$ cat src/rtl/hsi_pkg.sv
// Package for the hash set intersection engine: word types, request and
// status codes, hash multiplier.
// No dependencies.
`default_nettype none

package hsi_pkg;

  // request codes
  localparam logic [1:0] REQ_INSERT = 2'd0;
  localparam logic [1:0] REQ_PROBE  = 2'd1;
  localparam logic [1:0] REQ_CLEAR  = 2'd2;

  // status codes
  localparam logic [1:0] STS_OK    = 2'd0;
  localparam logic [1:0] STS_DUP   = 2'd1;
  localparam logic [1:0] STS_FULL  = 2'd2;
  localparam logic [1:0] STS_EMPTY = 2'd3;

  localparam logic [63:0] HASH_MULT = 64'h9E37_79B9_7F4A_7C15;

  typedef struct packed {
    logic [1:0]  req_type;
    logic [63:0] key;
    logic        last_item;
  } req_word_t;

  typedef struct packed {
    logic        matched;
    logic [63:0] key_out;
    logic [1:0]  status;
    logic        last_out;
  } resp_word_t;

endpackage

`default_nettype wire

$ cat src/rtl/hsi_hash.sv
// Home-slot hash: key times golden-ratio constant mod 2^64, upper 32 bits,
// reduced mod TABLE_DEPTH. Depends on hsi_pkg.
`default_nettype none

module hsi_hash
  import hsi_pkg::*;
#(
  parameter int TABLE_DEPTH = 4096
) (
  input  wire logic                           clk,
  input  wire logic                           rst,
  input  wire logic                           start,
  input  wire logic [63:0]                    key,
  output logic                                done,
  output logic      [$clog2(TABLE_DEPTH)-1:0] home
);

  localparam int  IDX_W = $clog2(TABLE_DEPTH);
  localparam bit  POW2  = (TABLE_DEPTH & (TABLE_DEPTH - 1)) == 0;
  localparam logic [31:0] C_LO = HASH_MULT[31:0];
  localparam logic [31:0] C_HI = HASH_MULT[63:32];

  logic [63:0] prod_ll;
  logic [63:0] prod_lh;
  logic [63:0] prod_hl;
  logic [31:0] p_ll_hi;
  logic [31:0] p_lh;
  logic [31:0] p_hl;
  logic [31:0] h32;
  logic        v1;
  logic        v2;

  // three 32x32 partial products cover bits 63:32 of the 64-bit product
  assign prod_ll = {32'd0, key[31:0]}  * {32'd0, C_LO};
  assign prod_lh = {32'd0, key[31:0]}  * {32'd0, C_HI};
  assign prod_hl = {32'd0, key[63:32]} * {32'd0, C_LO};

  always_ff @(posedge clk) begin
    if (rst) begin
      v1 <= 1'b0;
      v2 <= 1'b0;
    end else begin
      v1 <= start;
      v2 <= v1;
    end
  end

  always_ff @(posedge clk) begin
    if (start) begin
      p_ll_hi <= prod_ll[63:32];
      p_lh    <= prod_lh[31:0];
      p_hl    <= prod_hl[31:0];
    end
    if (v1) begin
      h32 <= p_ll_hi + p_lh + p_hl;
    end
  end

  if (POW2) begin : g_mask
    assign done = v2;
    assign home = h32[IDX_W-1:0];
  end else begin : g_rem
    // reciprocal multiply: q = (h32 * RECIP) >> (32 + IDX_W) is exact for any
    // 32-bit h32; only the low IDX_W bits of q and of q * TABLE_DEPTH matter
    localparam logic [64:0] RECIP =
      ((65'd1 << (32 + IDX_W)) + 65'(TABLE_DEPTH) - 65'd1) / 65'(TABLE_DEPTH);
    localparam logic [31:0]      RECIP_LO = RECIP[31:0];
    localparam logic [IDX_W-1:0] DEPTH_LO = IDX_W'(TABLE_DEPTH);
    logic [31:0]      hq;
    logic [63:0]      pm;
    logic [64:0]      sum;
    logic [IDX_W-1:0] h_lo;
    logic [IDX_W-1:0] q_lo;
    logic [IDX_W-1:0] qd_lo;
    logic [IDX_W-1:0] rem;
    logic             w1;
    logic             w2;
    logic             w3;

    // RECIP lies in [2^32, 2^33): its top bit contributes h32 << 32
    assign sum   = {1'b0, hq, 32'd0} + {1'b0, pm};
    assign qd_lo = q_lo * DEPTH_LO;

    always_ff @(posedge clk) begin
      if (rst) begin
        w1 <= 1'b0;
        w2 <= 1'b0;
        w3 <= 1'b0;
      end else begin
        w1 <= v2;
        w2 <= w1;
        w3 <= w2;
      end
    end

    always_ff @(posedge clk) begin
      if (v2) begin
        hq <= h32;
        pm <= {32'd0, h32} * {32'd0, RECIP_LO};
      end
      if (w1) begin
        h_lo <= hq[IDX_W-1:0];
        q_lo <= sum[32 + IDX_W +: IDX_W];
      end
      if (w2) begin
        rem <= h_lo - qd_lo;
      end
    end

    assign done = w3;
    assign home = rem;
  end

endmodule

`default_nettype wire

$ cat config.mk
export PLATFORM = sky130hd
export DESIGN_NAME = hsi_hash
export DESIGN_NICKNAME = d
export VERILOG_FILES = /design/src/rtl/hsi_pkg.sv /design/src/rtl/hsi_hash.sv
export SDC_FILE = /design/constraint.sdc
export NUM_CORES = 1
export LEC_CHECK = 0
export ABC_CLOCK_PERIOD_IN_PS = 14400
export BUFFER_PORTS_ARGS = -buffer_cell sky130_fd_sc_hd__buf_2
export CORE_MARGIN = 2
export CORE_UTILIZATION = 40
export DETAILED_ROUTE_END_ITERATION = 12
export GPL_TIMING_DRIVEN = 0
export SETUP_SLACK_MARGIN = 0.5
export SYNTH_ARGS = -nofsm -noshare
export SYNTH_HDL_FRONTEND = slang
export SYNTH_SLANG_ARGS = --single-unit
$ cat constraint.sdc
create_clock -name clk -period 14.4 [get_ports clk]
set_input_delay 0.72 -clock clk [delete_from_list [all_inputs] [get_ports clk]]
set_output_delay 0.72 -clock clk [all_outputs]
set_load 0.05 [all_outputs]
==> qor.txt <==
Boundary Pins: 80
Maximum root-to-sink buffer count: 2
Synthesized Nets: 2,184
Setup_tns: 0 ns
Post-CTS Resized: 0
FF/Latch Area: 1480 um2
Slew @ Worst Pin: 0.794 ns
Synth top area share: 0.416
GP Congestion: 0.924
Met1 Usage GRT: 0.257
Status: completed
FF+latch count, synth: 50
Total congestion overflow: 0
Dpl hpwl: 34,000 um
Critical Path RT: 14.43 ns
Ant. Diodes: 0
Met3 usage: 0.0257
Drt wl/cell: 18.3 um
CTS tree: done
Max cap viols: 0
Synth area leader: fa_1
CTS Buf Count: 5
Largest net degree at the start of global routing: 38
TritonRoute pass-1 iters: 5
Worst skew pair latency: 0.28 ns
Post-synth EDFFs: 48
GRT Max-Usage Layer: met2
Multi-input gate area: 12,400 um2
Starting DRT DRC Count: 406
Sequential share of the synthesized area: 0.0939
Fmax: 0.133 GHz
Critical Path AT: 7.57 ns
Clock sinks: 50
Met2 Resource Use GR: 0.341
Cell Area, Synth: 15,800 um2
Clock transition at the registers of the reported paths: 0.06 ns
Vias after detailed routing: 9,726
Die Footprint: 41,100 um2
Post-route ant nets: 0
Synthesized instance count: 1,454
Avg Vias per Cell: 4.77
Endpoints failing hold: 0
Die W: 203 um
Async set or reset register ratio after synthesis: 0
Top cells by area, synth: fa_1 42%, ha_1 27%, inv_1 12%
Number of global-route vias before repair: 10,600
First-pass GRT wire length: 59,300 um
Synth-to-layout area growth: 7.01%
Total Wirelength: 37,400 um
Critical Path Max Stage Delay: 0.56 ns
Post-synth cell types: 46
Crit-path max FO: 15
Prevailing post-synth register cell: edfxtp_1
Share of layout cells above drive strength 1: 0.0480
Buf/Inv on CP: 3
Critical Path Stages: 21
Cell with the largest stage delay on the worst path: fa_1
Setup Viol. Count Final: 0
Die Span Y: 203 um
Postcts setup bufs: 0
Min cycle time layout: 7.54 ns
Crit path top cell by count: fa_1
Final slew viol count: 0
Row cnt: 72
Clock root buffer: clkbuf_16
Hold depth: 2
Setup CP Type: input port to register
DRC Markers: 0
RSZ-0062 raised after global routing: no
Synth warn: 0
Buffers on Ports: 59
CTS H-Tree Depth: 2
Initial Util: 0.406
Antenna violations before repair: 0
Syn_area_per_cell: 10.9 um2
Worst R2R Path Depth: 12
Final clock skew: 0.00304 ns
CP endpoint kind: register
Critical Path Start Type: input port
Fillers: 3,755
Tot GR Track Use: 0.193
Total core area: 38,800 um2
Delay-heaviest family, CP: adder cells
Type of the worst min-delay path: input port to register
Final Cycle Share: 0.524
Crit path cell chain: buf_2 > fa_1 > xor2_1 > ha_1 > fa_1 > fa_1 > fa_1 > fa_1 > fa_1 > inv_1 > fa_1 > inv_1 > ha_1 > nor3_1 > o21ai_0 > o22ai_1 > a21boi_1 > a31oi_4 > o211ai_2 > nor4_1 > nor3_2
Nets@finish: 2,250
Slew HR: 0.471
CTS Hold Buffers Added: 0
[worst paths after layout]
check                                 from           to  slack (ns)
worst max-delay path                key[0]  p_ll_hi[11]        6.86
worst min-delay path                   rst         done        0.61
worst max register to register  p_ll_hi[1]      h32[11]       11.10
worst min register to register          v1      h32[10]        0.73
[registers in the layout, summed over array words and instances (netlist names)]
signal   cells
h32         12
p_hl        12
p_lh        12
p_ll_hi     12
done         1
v1           1
[Yosys cell counts, types with 4 or more instances]
master	instances
inv_1	505
edfxtp_1	48
o21ai_0	17
nand4_1	5
a21o_1	13
nor2b_1	7
xor2_1	12
nand2_1	6
nor3_1	7
fa_1	328
ha_1	335
nand3_1	10
xnor2_1	61
nand2b_1	4
o21bai_1	5
and2_1	5
o21a_1	6
a21oi_1	27
nor2_1	16
[layout by cell type (no fill, tap or decap), drive strengths merged, types with 2 or more instances in the layout]
| cell type | n |
|---|---|
| a211oi | 4 |
| a21boi | 4 |
| a21o | 13 |
| a21oi | 27 |
| a31oi | 2 |
| and2 | 5 |
| and3 | 2 |
| and4 | 2 |
| buf | 59 |
| clkbuf | 7 |
| dfxtp | 2 |
| edfxtp | 48 |
| fa | 328 |
| ha | 335 |
| inv | 505 |
| nand2 | 6 |
| nand2b | 4 |
| nand3 | 10 |
| nand4 | 6 |
| nor2 | 16 |
| nor2b | 7 |
| nor3 | 8 |
| o2111a | 2 |
| o2111ai | 2 |
| o211ai | 2 |
| o21a | 6 |
| o21ai | 17 |
| o21bai | 5 |
| o31ai | 2 |
| or2 | 2 |
| xnor2 | 61 |
| xor2 | 12 |
[cell type report]
class                           count  share of cell area
Clock inverter                      1             0.00178
Multi-Input combinational cell    899               0.735
Sequential cell                    50              0.0877
Timing Repair Buffer               59              0.0175
Tap cell                          518              0.0384
Clock buffer                        7             0.00785
Inverter                          505               0.112
[stage by stage]
step                       util  hold slack [ns]  worst slack, ns  cell area [um2]  cells
after CTS                 0.435            0.612             6.93            16900   2039
after global placement    0.431            0.701             6.63            16700   2031
after global routing      0.435            0.617             6.51            16900   2039
final                     0.435            0.611             6.86            16900   2039
after detailed placement  0.431            0.722             6.66            16700   2031
after floorplan               -            0.628             7.83            15800   1454
[per-layer routing]
metal	share of wire	vias to the layer above	wire length, um
met5	0	-	0
met4	0.016	0	602
met3	0.047	36	1760
met2	0.50	193	18800
met1	0.43	4939	16200
li1	-	4558	-
[cell families after synthesis]
kind of cell	count (synthesis)	synth area share
AO/OA/AOI/OAI	92	0.0392
XOR/XNOR	73	0.0405
adder cells (fa/ha/maj)	663	0.682
buffers and inverters	505	0.120
flip-flops	50	0.0939
AND/OR/NAND/NOR	71	0.0246
Power is not shown: default switching activity piles up to over one toggle a cycle in this logic, so the estimate is an artifact.
